$ cat src/pmpp_queue.sv
// Small register FIFO between the front and the back.
// Standalone; carries packed command words.
module pmpp_queue #(
    parameter int WIDTH = 16,
    parameter int DEPTH = 2
) (
    input  logic             aclk,
    input  logic             aresetn,
    input  logic             push,
    input  logic [WIDTH-1:0] wr_data,
    input  logic             pop,
    output logic [WIDTH-1:0] rd_data,
    output logic             empty,
    output logic             full
);

    localparam int PTR_W = (DEPTH > 1) ? $clog2(DEPTH) : 1;
    localparam int CNT_W = $clog2(DEPTH + 1);
    localparam logic [PTR_W-1:0] LAST_PTR = PTR_W'(DEPTH - 1);
    localparam logic [CNT_W-1:0] FULL_CNT = CNT_W'(DEPTH);

    logic [WIDTH-1:0] slot_reg [DEPTH];
    logic [PTR_W-1:0] wr_ptr_reg, wr_ptr_next;
    logic [PTR_W-1:0] rd_ptr_reg, rd_ptr_next;
    logic [CNT_W-1:0] count_reg, count_next;

    assign empty   = (count_reg == '0);
    assign full    = (count_reg == FULL_CNT);
    assign rd_data = slot_reg[rd_ptr_reg];

    always_comb begin
        wr_ptr_next = wr_ptr_reg;
        rd_ptr_next = rd_ptr_reg;
        count_next  = count_reg;
        if (push) begin
            wr_ptr_next = (wr_ptr_reg == LAST_PTR) ? '0 : wr_ptr_reg + 1'b1;
        end
        if (pop) begin
            rd_ptr_next = (rd_ptr_reg == LAST_PTR) ? '0 : rd_ptr_reg + 1'b1;
        end
        if (push && !pop) begin
            count_next = count_reg + 1'b1;
        end else if (pop && !push) begin
            count_next = count_reg - 1'b1;
        end
    end

    always_ff @(posedge aclk) begin
        if (!aresetn) begin
            wr_ptr_reg <= '0;
            rd_ptr_reg <= '0;
            count_reg  <= '0;
        end else begin
            wr_ptr_reg <= wr_ptr_next;
            rd_ptr_reg <= rd_ptr_next;
            count_reg  <= count_next;
        end
    end

    always_ff @(posedge aclk) begin
        if (push) begin
            slot_reg[wr_ptr_reg] <= wr_data;
        end
    end

`ifndef SYNTHESIS
    a_count_bound: assert property (@(posedge aclk) disable iff (!aresetn)
        count_reg <= FULL_CNT)
        else $error("queue count past depth");
    a_no_pop_empty: assert property (@(posedge aclk) disable iff (!aresetn)
        !(pop && empty))
        else $error("queue popped while empty");
`endif

endmodule

$ cat config.mk
export PLATFORM = sky130hd
export DESIGN_NAME = pmpp_queue
export DESIGN_NICKNAME = d
export VERILOG_FILES = /design/src/pmpp_queue.sv
export SDC_FILE = /design/constraint.sdc
export NUM_CORES = 1
export LEC_CHECK = 0
export ABC_CLOCK_PERIOD_IN_PS = 2100
export BUFFER_PORTS_ARGS = -buffer_cell sky130_fd_sc_hd__buf_2
export CORE_ASPECT_RATIO = 1.2
export CORE_UTILIZATION = 45
export CTS_CLUSTER_DIAMETER = 40
export DETAILED_ROUTE_END_ITERATION = 12
export HOLD_SLACK_MARGIN = 0.06
export PLACE_DENSITY = 0.73
export SKIP_LAST_GASP = 1
export SYNTH_ARGS = -nofsm -noshare
export SYNTH_HDL_FRONTEND = slang
export SYNTH_SLANG_ARGS = --single-unit
$ cat constraint.sdc
create_clock -name aclk -period 2.1 [get_ports aclk]
set_input_delay 0.315 -clock aclk [delete_from_list [all_inputs] [get_ports aclk]]
set_output_delay 0.315 -clock aclk [all_outputs]
set_load 0.1 [all_outputs]
Yosys cells after proc, flatten, opt, wreduce, memory -nomap -nowiden
Memories as Yosys holds them, arrays and structs flattened. A register that Yosys moved wholly into a read port is not among the register bits.
Index checks and enable logic that the tools add are counted.
{"block": "totals", "latchBits": 0, "romBits": 0, "out_inout_bits": 18, "mem_bits_rw": 32, "memories": 1, "register_bits": 4}
{"block": "classes", "magnitude_cmp": 0, "muxes": 8, "div_mod_pow": 0, "n_addsub": 4, "n_eq_ne": 1, "multipliers": 0, "bitwise": 0, "n_reduce_logical": 6, "shifts": 0}
{"memory": "slot_reg", "words": 2, "width": 16, "read_ports": 1, "rd_ports_with_merged_regs": 1, "write_ports": 1, "line": "22", "rtl": "logic [WIDTH-1:0] slot_reg [DEPTH];"}
{"cell": "2-to-1 mux 1 bit", "n": 6}
{"cell": "2-to-1 mux 2 bit", "n": 2}
{"cell": "adder 1 bit, second input constant", "n": 2}
{"cell": "adder 2 x 1 -> 2 bit, second input constant", "n": 1}
{"cell": "equality test 2 bit, second input constant", "n": 1}
{"cell": "logical AND 1 bit", "n": 2}
{"cell": "logical NOT 1 bit", "n": 2}
{"cell": "logical NOT 2 bit", "n": 1}
{"cell": "nonzero test 2 bit", "n": 1}
{"cell": "subtractor 2 x 1 -> 2 bit, second input constant", "n": 1}

Logic depth before layout (Yosys ltp)
{"block": "logic_depth", "depth_word": 4, "mapped_depth": 5, "ltp_nobuf": 5}

Least setup slack after synthesis
Ideal clock, no wire load.
{"block": "synth_path", "path_type": "register to output", "start": "reg count_reg[0]", "end": "out empty", "setup_slack_ns": 0.202, "required_time_ns": 1.785, "path_stages_with_launch": 2, "t_arrival_ns": 1.583, "path_cell_list": "dfxtp_1 > nor2_1"}
{"block": "synth_between", "elab_chain_cells": 1}
{"element": "start, declared", "line": "25", "rtl": "logic [CNT_W-1:0] count_reg, count_next;"}
{"element": "start signal, assigned", "line": "56", "rtl": "count_reg <= count_next;"}
{"element": "logical NOT 2 bit", "line": "27", "rtl": "assign empty = (count_reg == '0);"}
{"element": "end, declared", "line": "13", "rtl": "output logic empty,"}
No other way between the ends.

==> metrics.md <==
| Metric | Value |
|---|---|
| Fraction of the yosys area taken by sequential cells | 0.773 |
| XOR/XNOR share of the synthesized area | 0.0191 |
| Starting density of the core | 0.484 |
| Height of the die | ~63 µm |
| DRT Wirelength | 2.07 mm |
| Std cell rows | 21 |
| Signed area change from the synthesized netlist to the final layout | 24.6% |
| Number of buffers inserted by port buffering | 37 |
| Share of synthesized cell area in full adder, half adder and majority cells | 0.00912 |
| Max-Slew Margin vs Limit | 0.677 |
| Simple-gate share of the synthesized area | 0.0410 |
| Cell count after synthesis | 72 |
| Main combinational cell family by area after synthesis | multiplexers |
| Worst-margin pin slew | between 0.4 and 0.5 ns |
| Clock sink count | 37 |
| DR vias | 750 |
| Fraction of synthesized area in multiplexers | 0.131 |
| CTS Hold Buffers Added | 0 |
| Total chip power | ~1700 µW |
| Number of different library cells in the post-synthesis netlist | 17 |
| Largest net degree at the start of global routing | 11 |
| Number of buffers added by the clock tree synthesis step | 5 |
| Insertion delay to the later sink of the worst-skew pair | between 0.3 and 0.4 ns |
| Synthesis Warnings | 0 |
| Count of boundary I/O pins | 38 |
| Critical path capture point type | primary output |
| Number of failing setup endpoints in the final timing report | 0 |
| Clock transition at the registers of the reported paths | 0.09 ns |
| Number of gates given a new drive strength after cts | 0 |
| Post-detailed-route wirelength per cell | 13.5 µm |
| Core Region | 0.00284 mm² |
| R2R Path Start | wr_ptr_reg |
| Via count of the first global-routing pass | 790 |
| Maximum clock frequency | approximately 550 MHz |
| Cell-by-cell trace of the critical path | buf_4 > mux2_2 > buf_2 |
| Worst min-delay path class | in2reg |
| Arrival time of the worst setup path | 1.50 ns |
| Inserted Diodes | 0 |
| TritonCTS clock tree | done |
| Largest register FFs | 32 |
| Overall die width | about 52 µm |
| Fraction of post-synthesis cell area in the top cell type by area | 0.700 |
| Post-detailed-route DRC marker count | 0 |
| Endpoint of the worst-slack reg-to-reg timing path | slot_reg[1][14] |
| Fraction of layout cells with a size suffix above 1 | 0.546 |
| Worst Setup Start Kind | flop |
| Compound-cell area share of the yosys netlist | 0.0146 |
| Net count after synthesis | between 90 and 100 |
| Remaining number of nets flagged by the antenna check after routing | 0 |
| VDD IR-drop max | between 0.0005 and 0.0006 V |
| Worst Hold End | slot_reg[1][1] |
| Mean Syn Cell Area | between 15 and 20 µm² |
| Global-route wire length before repair | 3.35 mm |
| Max stage delay on crit path | 0.36 ns |
| Source of the worst hold timing path | wr_data[1] |
| Number of antenna violations at the first check in global routing | 0 |
| Number of design-rule violations left by the first detailed-router iteration | 6 |
| Slack of the worst reg-to-reg path | 0.88 ns |
| Maximum fanout count along the critical path | 10 |
| Die ar. | 0.00328 mm² |
| Cell area power density | just under 1000 mW/mm² |
| Number of buffers on the longest clock path | 2 |
| Final Hold Violating Endpoints | 0 |
| Final min period | ~1.8 ns |
| Required time of the critical path | 1.78 ns |
| Max-cap violation count | 0 |
| Dominant cells by area after synthesis | sky130_fd_sc_hd__edfxtp_1 70%, sky130_fd_sc_hd__mux2_2 13%, sky130_fd_sc_hd__dfxtp_1 7.3% |
| Detail Placement HPWL | 1.54 mm |
| GR Overflow Total | 0 |
| Cell depth of the worst min-delay path | 1 |
| Count of TritonRoute iterations in the first routing pass | 2 |
| Result of the run | completed |
| Number of register bits inferred by synthesis | 37 |
| Total non-filler cell area in the finished layout | 0.00171 mm² |
| H-tree depth | 2 |
| Sum Neg Setup Slack | 0 ns |
| Nets | 140 |
| Critical path class | reg2out |
| Total placed instance area | around 0.0017 mm² |
| Pleak | just under 0.0007 µW |
| Cell area after synthesis | approximately 0.0014 mm² |
| Final Slew Violations | 0 |
| Total global-route track usage | 0.150 |
| Final cycle utilization of the critical path | 0.865 |
| Setup repair after global routing missed its margin | no |
| Library cell with the largest summed area after synthesis | sky130_fd_sc_hd__edfxtp_1 |
| Final weighted congestion of routability-driven global placement | roughly 0.62 |
| Via density | 4.90 |
| Clock tree skew after final layout | 0.00259 ns |
| Depth of the most critical reg-to-reg path | 2 |
| Count of buffers added by post-CTS timing repair for setup | 0 |
| Clock root buffer master | sky130_fd_sc_hd__clkbuf_4 |
| Critical-path cell with the highest stage delay | sky130_fd_sc_hd__mux2_2 |
placed cells by master (no fill, tap or decap), drive strengths merged, types with 2 or more instances in the layout:
cell    count
clkbuf      7
mux2       16
and2        4
xor2        2
buf        42
nor2b       2
dfxtp       5
edfxtp     32
synthesized netlist by cell type:
| cell type | n |
|---|---|
| sky130_fd_sc_hd__xnor2_1 | 1 |
| sky130_fd_sc_hd__ha_1 | 1 |
| sky130_fd_sc_hd__edfxtp_1 | 32 |
| sky130_fd_sc_hd__buf_2 | 1 |
| sky130_fd_sc_hd__buf_4 | 1 |
| sky130_fd_sc_hd__and2_1 | 4 |
| sky130_fd_sc_hd__a21boi_1 | 1 |
| sky130_fd_sc_hd__o21a_1 | 1 |
| sky130_fd_sc_hd__inv_1 | 1 |
| sky130_fd_sc_hd__dfxtp_1 | 5 |
| sky130_fd_sc_hd__or3_1 | 1 |
| sky130_fd_sc_hd__nor2_1 | 1 |
| sky130_fd_sc_hd__and2b_2 | 1 |
| sky130_fd_sc_hd__o21ai_0 | 1 |
| sky130_fd_sc_hd__xor2_1 | 2 |
| sky130_fd_sc_hd__nor2b_1 | 2 |
| sky130_fd_sc_hd__mux2_2 | 16 |
final cells by class:
cell class / count / area (µm²)
Clock buffer: 7 / 55.1
Tap cell: 34 / 42.5
Sequential cell: 37 / 1060
Inverter: 1 / 3.75
Fill cell: 249 / 1130
Multi-Input combinational cell: 32 / 295
Timing Repair Buffer: 42 / 253
how the worst max path moves through the flow:
stage | startpoint | endpoint | slack [ns] | cells past startpoint
finish | flop | rd_data[6] | 0.28 | 3
global route | flop | rd_data[6] | 0.21 | 3
CTS | flop | rd_data[6] | 0.26 | 3
detailed placement | flop | rd_data[6] | 0.64 | 3
global placement | flop | rd_data[14] | 0.66 | 3
floorplan | count_reg[0] | empty | 0.20 | 1
worst max-delay path, delay by kind of cell, from the launching register on:
kind     cells  cell delay, ns
buf+inv      2            0.48
mux          1            0.36
flops        1            0.34
power by group:
part           switching [µW]  internal [µW]
clock network             197            158
registers                14.6            844
logic                     356            110
stage by stage:
| stage | instances | util | worst slack, ns | hold WS, ns |
|---|---|---|---|---|
| finish | 153 | 0.603 | 0.283 | 0.176 |
| global route | 153 | 0.603 | 0.205 | 0.148 |
| CTS | 153 | 0.603 | 0.262 | 0.158 |
| detailed placement | 146 | 0.583 | 0.636 | 0.507 |
| global placement | 146 | 0.583 | 0.660 | 0.481 |
| floorplan | 72 | - | 0.202 | 0.414 |
layer usage:
layer  routed length [µm]  share of wire  global-route usage
met4                   33          0.016              0.0987
met1                  838           0.41               0.153
met2                 1060           0.51               0.244
met5                    0              0                   0
met3                  131          0.063              0.0608
logic make-up after synthesis:
group / Yosys count
buf+inv: 3
mux: 16
xor+xnor: 3
flops: 37
fa+ha+maj: 1
compound gates: 3
simple gates: 9
Note: power is estimated with default switching activity, not from simulation.
