File: src/pmpp_pkg.sv
// Shared types and constants for the packed mono pixel plotter.
// Used by the front, back and top-level modules; depends on nothing.
package pmpp_pkg;

    // Request function codes on the input channel
    localparam logic [1:0] FUNC_SET_PIXEL = 2'd0;
    localparam logic [1:0] FUNC_FILL      = 2'd1;
    localparam logic [1:0] FUNC_READ      = 2'd2;

    // Result status codes
    localparam logic [1:0] STATUS_OK         = 2'd0;
    localparam logic [1:0] STATUS_OFF_PANEL  = 2'd1;
    localparam logic [1:0] STATUS_PAST_STORE = 2'd2;

    // Configuration register indexes
    localparam logic [1:0] CFG_FRAME_WIDTH  = 2'd0;
    localparam logic [1:0] CFG_FRAME_HEIGHT = 2'd1;
    localparam logic [1:0] CFG_LANDSCAPE    = 2'd2;

    localparam int CFG_IDX_W  = 2;
    localparam int CFG_DATA_W = 10;
    localparam int DIM_W      = 10;
    localparam int COORD_W    = 9;
    localparam int BYTE_W     = 8;
    localparam int INDEX_W    = 14;
    // Widest byte address the tile formula can produce: 8x8 product plus 8 bits
    localparam int PIX_ADDR_W = 17;

    localparam logic [DIM_W-1:0] FRAME_WIDTH_RST  = 10'd400;
    localparam logic [DIM_W-1:0] FRAME_HEIGHT_RST = 10'd300;

    // Work kinds handed from the front to the back
    typedef enum logic [1:0] {
        OP_PIXEL,
        OP_FILL,
        OP_READ,
        OP_REPLY
    } op_t;

    typedef struct packed {
        op_t         op;
        logic [2:0]  bit_pos;
        logic [7:0]  value;
        logic [1:0]  status;
    } cmd_t;

endpackage

File: src/pmpp_front.sv
// Front end: configuration registers, request intake, tile address math
// and classification into commands for the back end. Uses pmpp_pkg.
module pmpp_front import pmpp_pkg::*; #(
    parameter int FRAME_BYTES = 16384
) (
    input  logic                           aclk,
    input  logic                           aresetn,
    input  logic                           cfg_we,
    input  logic [CFG_IDX_W-1:0]           cfg_index,
    input  logic [CFG_DATA_W-1:0]          cfg_wdata,
    input  logic                           s_valid,
    output logic                           s_ready,
    input  logic [1:0]                     s_func,
    input  logic [COORD_W-1:0]             s_x,
    input  logic [COORD_W-1:0]             s_y,
    input  logic [BYTE_W-1:0]              s_value,
    input  logic [INDEX_W-1:0]             s_byte_index,
    output logic                           q_push,
    output cmd_t                           q_cmd,
    output logic [$clog2(FRAME_BYTES)-1:0] q_addr,
    input  logic                           q_full
);

    localparam int ADDR_W = $clog2(FRAME_BYTES);
    localparam logic [PIX_ADDR_W-1:0] STORE_LIMIT = PIX_ADDR_W'(FRAME_BYTES);

    logic [DIM_W-1:0] frame_width_reg;
    logic [DIM_W-1:0] frame_height_reg;
    logic             landscape_reg;

    logic                  stg_valid_reg;
    logic [1:0]            stg_func_reg;
    logic [PIX_ADDR_W-1:0] stg_addr_reg;
    logic [2:0]            stg_bit_reg;
    logic [BYTE_W-1:0]     stg_value_reg;
    logic                  stg_off_reg;
    logic [INDEX_W-1:0]    stg_index_reg;

    logic                  s_accept;
    logic                  off_panel;
    logic [DIM_W-1:0]      flip_y;
    logic [7:0]            major;
    logic [7:0]            stride;
    logic [7:0]            minor;
    logic [2:0]            tile_pos;
    logic [15:0]           product;
    logic [PIX_ADDR_W-1:0] pix_addr;
    logic [PIX_ADDR_W-1:0] index_ext;

    always_ff @(posedge aclk) begin
        if (!aresetn) begin
            frame_width_reg  <= FRAME_WIDTH_RST;
            frame_height_reg <= FRAME_HEIGHT_RST;
            landscape_reg    <= 1'b1;
        end else if (cfg_we) begin
            unique case (cfg_index)
                CFG_FRAME_WIDTH:  frame_width_reg  <= cfg_wdata;
                CFG_FRAME_HEIGHT: frame_height_reg <= cfg_wdata;
                CFG_LANDSCAPE:    landscape_reg    <= cfg_wdata[0];
                default: ;
            endcase
        end
    end

    assign s_ready  = !stg_valid_reg || !q_full;
    assign s_accept = s_valid && s_ready;
    assign q_push   = stg_valid_reg && !q_full;

    // Tile address: major * tiles-per-line + minor, bit counted from the MSB
    always_comb begin
        off_panel = ({1'b0, s_x} >= frame_width_reg) || ({1'b0, s_y} >= frame_height_reg);
        flip_y    = frame_height_reg - 10'd1 - {1'b0, s_y};
        if (landscape_reg) begin
            major    = s_x[8:1];
            stride   = frame_height_reg[9:2];
            minor    = flip_y[9:2];
            tile_pos = {flip_y[1:0], s_x[0]};
        end else begin
            major    = s_y[8:1];
            stride   = frame_width_reg[9:2];
            minor    = {1'b0, s_x[8:2]};
            tile_pos = {s_x[1:0], s_y[0]};
        end
        product  = major * stride;
        pix_addr = {1'b0, product} + {9'd0, minor};
    end

    always_ff @(posedge aclk) begin
        if (!aresetn) begin
            stg_valid_reg <= 1'b0;
        end else if (s_accept) begin
            stg_valid_reg <= 1'b1;
        end else if (q_push) begin
            stg_valid_reg <= 1'b0;
        end
    end

    always_ff @(posedge aclk) begin
        if (s_accept) begin
            stg_func_reg  <= s_func;
            stg_addr_reg  <= pix_addr;
            stg_bit_reg   <= 3'd7 - tile_pos;
            stg_value_reg <= s_value;
            stg_off_reg   <= off_panel;
            stg_index_reg <= s_byte_index;
        end
    end

    // Classify the staged request
    always_comb begin
        index_ext     = {{(PIX_ADDR_W - INDEX_W){1'b0}}, stg_index_reg};
        q_cmd.bit_pos = stg_bit_reg;
        q_cmd.value   = stg_value_reg;
        q_cmd.status  = STATUS_OK;
        q_cmd.op      = OP_REPLY;
        q_addr        = stg_addr_reg[ADDR_W-1:0];
        unique case (stg_func_reg)
            FUNC_SET_PIXEL: begin
                if (stg_off_reg) begin
                    q_cmd.status = STATUS_OFF_PANEL;
                end else if (stg_addr_reg >= STORE_LIMIT) begin
                    q_cmd.status = STATUS_PAST_STORE;
                end else begin
                    q_cmd.op = OP_PIXEL;
                end
            end
            FUNC_FILL: begin
                q_cmd.op = OP_FILL;
            end
            FUNC_READ: begin
                q_addr = index_ext[ADDR_W-1:0];
                if (index_ext >= STORE_LIMIT) begin
                    q_cmd.status = STATUS_PAST_STORE;
                end else begin
                    q_cmd.op = OP_READ;
                end
            end
            default: ;
        endcase
    end

endmodule

File: config.mk
export PLATFORM = sky130hd
export DESIGN_NAME = pmpp_front
export DESIGN_NICKNAME = d
export VERILOG_FILES = /design/src/pmpp_pkg.sv /design/src/pmpp_front.sv
export SDC_FILE = /design/constraint.sdc
export NUM_CORES = 1
export LEC_CHECK = 0
export BUFFER_PORTS_ARGS = -buffer_cell sky130_fd_sc_hd__buf_2
export CAP_MARGIN = 40
export CORE_UTILIZATION = 40
export DETAILED_ROUTE_END_ITERATION = 16
export PLACE_DENSITY_LB_ADDON = 0.05
export SLEW_MARGIN = 5
export SYNTH_ARGS = -nofsm -noshare
export SYNTH_HDL_FRONTEND = slang
export SYNTH_SLANG_ARGS = --single-unit
File: constraint.sdc
create_clock -name aclk -period 7.05 [get_ports aclk]
set_input_delay 1.41 -clock aclk [delete_from_list [all_inputs] [get_ports aclk]]
set_output_delay 1.41 -clock aclk [all_outputs]
set_load 0.03 [all_outputs]
# Word-level counts from Yosys, hierarchy flattened
# Cells that the tools add are included.
# word_totals
register_bits	67
inputBits	59
elab_cells	47
out_inout_bits	31
# classes
eq_ne	4
n_mux	13
n_addsub	4
magnitude_cmp	3
n_reduce_logical	12
multipliers	1
# op_table
cell	n
2-to-1 mux 8 bit	3
greater-or-equal comparator 9 x 10 -> 1 bit	2
adder 16 x 8 -> 17 bit	1
greater-or-equal comparator 17 x 15 -> 1 bit (second input constant)	1
multiplier 8 x 8 -> 16 bit	1
2-to-1 mux 14 bit	1
2-to-1 mux 2 bit	5
subtractor 10 x 1 -> 10 bit (second input constant)	1
subtractor 10 x 9 -> 10 bit	1
case mux 2 bit (3 select lines)	1
AND reduction 2 bit	3
equality test 2 x 1 -> 1 bit (second input constant)	2
equality test 2 bit (second input constant)	2
zero test 2 bit	2
2-to-1 mux 3 bit	1
subtractor 3 bit (first input constant)	1
logical AND 1 bit	2
zero test 1 bit	2
logical OR 1 bit	2
2-to-1 mux 1 bit	2
nonzero test 2 bit	1

# Logic depth before layout (Yosys ltp)
# logic_depth
ltp_word	4
depth_mapped	23
mapped_depth_nobuf	23

# Worst setup path after synthesis
# OpenSTA, ideal clock, no wires.
# synth_timing
path_type	input to register
startpoint	input port s_y[0]
endpoint	register stg_addr_reg[15], data pin
path_slack_ns	0.609
required_time_ns	6.792
cell_stages	21
arrival_ns	6.183
n_path_buf	0
setup_ns	0.258
path_cell_list	inv_1 -> ha_1 -> fa_1 -> a21o_1 -> a21oi_1 -> o22ai_1 -> nor2_1 -> xnor2_1 -> mux2i_1 -> fa_1 -> fa_1 -> fa_1 -> fa_1 -> inv_1 -> ha_1 -> o21a_1 -> o31a_1 -> o41ai_1 -> o22ai_1 -> o22ai_1 -> xnor2_1
# synth_via
elab_chain_len	3
# synth_rtl
item	line	rtl
start, declared	pmpp_front.sv:15	input logic [COORD_W-1:0] s_y,
subtractor 10 x 9 -> 10 bit	pmpp_front.sv:72	flip_y = frame_height_reg - 10'd1 - {1'b0, s_y};
2-to-1 mux 8 bit	pmpp_front.sv:73	if (landscape_reg) begin
adder 16 x 8 -> 17 bit	pmpp_front.sv:85	pix_addr = {1'b0, product} + {9'd0, minor};
via pix_addr[15]	pmpp_front.sv:47	logic [PIX_ADDR_W-1:0] pix_addr;
end signal, assigned	pmpp_front.sv:101	stg_addr_reg <= pix_addr;
end, declared	pmpp_front.sv:33	logic [PIX_ADDR_W-1:0] stg_addr_reg;
# The timed path passes the listed nets, and every way through them passes these cells.
# A chain may end at the register's enable or synchronous reset.

# Worst setup path after layout
# Same ends and word-level chain as after synthesis.

==> implementation parameters <==
Parameter                              Value

Logic synthesis
  Warning count from the yosys run    0
  Fraction of post-synthesis cell area in the top cell type by area    a little under a quarter
  Async S/R FF share, synth    0%
  Post-synthesis sequential area ratio    31.0%
  Leading cell types by count after synthesis    99 x sky130_fd_sc_hd__inv_1, 91 x sky130_fd_sc_hd__nand2_1, 67 x sky130_fd_sc_hd__ha_1
  Nets in the synthesized netlist    roughly 760
  Area contributors post-synth    sky130_fd_sc_hd__edfxtp_1 23%, sky130_fd_sc_hd__fa_1 16%, sky130_fd_sc_hd__ha_1 14%
  Post-synthesis instance area    0.00578 mm²
  Synth Instances    592
  Mapped Avg Cell Area    between 9 and 10 µm²
  Synthesized flop and latch total    67
  Leading cell type by number of instances after synthesis    sky130_fd_sc_hd__inv_1
  Number of enable flip-flop cells after synthesis    45
  Most frequently used flop master after synthesis    sky130_fd_sc_hd__edfxtp_1
  Yosys cell types    53
  Cell type contributing the most total cell area after synthesis    sky130_fd_sc_hd__edfxtp_1

Critical path
  Capturing element type of the critical path    flip-flop
  Buffer and inverter count on the worst path    3
  Kind of cell adding the most delay to the critical path    adder cells
  Kind of start point of the critical path    input pin
  Slowest cell delay on critical path    0.54 ns
  Worst path arrival time    around 6.7 ns
  Series of cell instances along the critical path    buf_2, inv_1, ha_1, fa_1, a21o_1, a21oi_1, o22ai_1, nor2_1, xnor2_1, mux2i_1, fa_1, fa_1, fa_1, fa_1, inv_1, ha_1, o21a_1, o31a_1, o41ai_1, o22ai_1, o22ai_1, xnor2_1
  Dominant cell type by count on the critical path    sky130_fd_sc_hd__fa_1
  Data required, critical path    ~7 ns
  Classification of the worst setup path    in2reg
  Critical path peak fanout    3
  Crit path max-delay cell type    sky130_fd_sc_hd__fa_1

Flow run
  Count of maximum capacitance violations    0

Detailed routing
  First-pass detailed-route iteration total    4
  DR iter-0 viols    197
  Number of vias after detailed routing    about 4,200
  Routed wire length    around 12,000 µm
  DRC violations left    0
  Avg Vias per Cell    between 4 and 5
  DRT antenna net count    0
  Drt wl/cell    between 10 and 15 µm

Global routing
  GRT Total Usage    approximately 17%
  Initial antenna violation count    0
  First-pass GRT wire length    approximately 20,000 µm
  Maximum number of pins on one net before global-route repair    46
  Vias in the first global route    4,150
  GRT Residual Overflow    0

Timing
  Setup Skew    between 0.007 and 0.008 ns
  Post-layout min period    6.55 ns
  Crit share post-route    92.9%
  Measured slew at the worst slew-check pin    about 0.73 ns
  RSZ-0062 raised after global routing    false
  Timing-limited maximum frequency    roughly 0.15 GHz
  Worst slew slack as a fraction of its limit    between 50 and 60%
  Setup violations, final    0
  Number of hold violations in the final report    0
  Max Transition Viols Final    0
  Setup tns final    0 ns

Final layout
  Area occupied by multi-input gates    around 0.0036 mm²
  Synth-to-layout area growth    16.9%
  Proportion of layout cells with a drive suffix above 1    17.9%
  Net count reported at finish    between 800 and 900
  # fillers    around 1,400
  Area occupied by registers    between 0.0015 and 0.002 mm²
  Count of placed standard cells in the final layout, fillers left out    871
  Diodes inserted    0
  Flip-flop count of the largest register, all copies and words added    17

CTS
  Quantity of hold-fixing buffers added after cts    0
  Count of instances resized after the clock tree is built    0
  Cell chosen for the clock root    sky130_fd_sc_hd__clkbuf_16
  Clock input transition at the sequential cells of the worst setup and hold paths    0.06 ns
  CTS tree    built
  Sinks on Clock Net    between 60 and 70
  Setup fix buffers added after clock tree synthesis    0
  Insertion delay of the later-clocked pin in the worst-skew pair    roughly 0.34 ns
  Max Root-Sink Buffers    2
  Clock buffer count from CTS    9
  H-tree level count    3

Place
  GPL Wtd Cong    0.821
  Cell count after placement    approximately 860
  Port Buffers    between 80 and 90
  Sum of net half-perimeters after detailed placement    about 10000 µm

Status
  Run status    completed

Floorplanning
  Placeable core area    0.0140 mm²
  Initial Util    between 40% and 50%
  Die width    122 µm
  Die Footprint    between 0.01 and 0.015 mm²
  Height of the chip    122 µm
  Floorplan row count    43
  Ports placed on the boundary    90

Power and ir drop
  Worst IR Drop VDD    between 0.1 and 0.15 mV
  PD cells    306 mW/mm²
  Static Leak    3.31 nW

Min path
  Type of the most critical hold path    reg2reg
[final cells by class]
type | instances | share of cell area [%]
clock buffers | 9 | 3.33
clock inverters | 7 | 1.22
inverters | 99 | 5.50
multi-input cells | 413 | 52.7
flip-flops and latches | 67 | 26.5
well taps | 180 | 3.33
repair buffers | 96 | 7.37
[report_power, final]
part / switching, W / total, W / internal (W)
Clock: 0.000189 / 0.000468 / 0.000280
Combinational: 0.000603 / 0.00105 / 0.000449
Sequential: 0.0000171 / 0.000546 / 0.000529
Total: 0.000809 / 0.00207 / 0.00126
[cells in the final DEF, fill, tap and decap left out, drive strengths merged, types with 2 or more instances in the layout]
master,count
a21boi,13
a21o,9
a21oi,18
a31oi,2
and2,10
buf,96
clkbuf,9
clkinvlp,2
dfxtp,22
edfxtp,45
fa,45
ha,67
inv,103
mux2,15
mux2i,11
nand2,91
nand2b,7
nor2,24
nor2b,8
nor3,3
nor3b,2
nor4,3
o211ai,9
o21a,9
o21ai,21
o21bai,6
o22ai,3
or2,2
xnor2,16
[routing by layer]
layer / vias to the layer above / track usage [%] / wire length [µm]
met5: - / 0 / 0
met4: 0 / 6.55 / 228
met3: 16 / 2.83 / 389
met1: 2000 / 24.4 / 6160
li1: 2156 / - / -
met2: 72 / 26.7 / 5340
[cells by family (layout without fill, tap and decap cells)]
logic type               Yosys count  after routing  synth area share (%)
adder cells (fa/ha/maj)          112            112                  30.1
AO/OA/AOI/OAI                    102            102                  12.2
XOR/XNOR                          17             17                  2.58
AND/OR/NAND/NOR                  156            156                  12.0
multiplexers                      26             26                  4.83
flip-flops                        67             67                  31.0
buffers and inverters            112            211                  7.36
[worst register-to-register path: cells and delay by family, from the launching register on]
| kind | cells | cell delay [ns] |
|---|---|---|
| DFF | 1 | 0.77 |
| AOI/OAI and AO/OA | 5 | 1.37 |
| adders and majority gates | 5 | 2.32 |
| and+or+nand+nor | 3 | 0.46 |
| buffers and inverters | 4 | 0.59 |
[through the flow]
stage	hold slack (ns)	power (W)	util, %	setup WS [ns]	area [µm²]
after floorplan	0.435	0.00139	-	0.609	5780
after global placement	0.444	0.00161	46.1	0.197	6440
after detailed placement	0.448	0.00162	46.1	0.168	6450
after CTS	0.457	0.00210	48.3	0.537	6760
after global routing	0.473	0.00227	48.3	0.153	6760
final	0.455	0.00207	48.3	0.500	6760
[final timing paths]
kind | to | cells past startpoint | slack (ns) | startpoint
max | stg_addr_reg[15] | 22 | 0.50 | s_y[0]
min | frame_width_reg[2] | 2 | 0.45 | frame_width_reg[2]
min reg2reg | frame_width_reg[2] | 2 | 0.45 | frame_width_reg[2]
max reg2reg | stg_addr_reg[14] | 17 | 1.28 | landscape_reg
No activity file was read; power rests on OpenSTA's default activity.
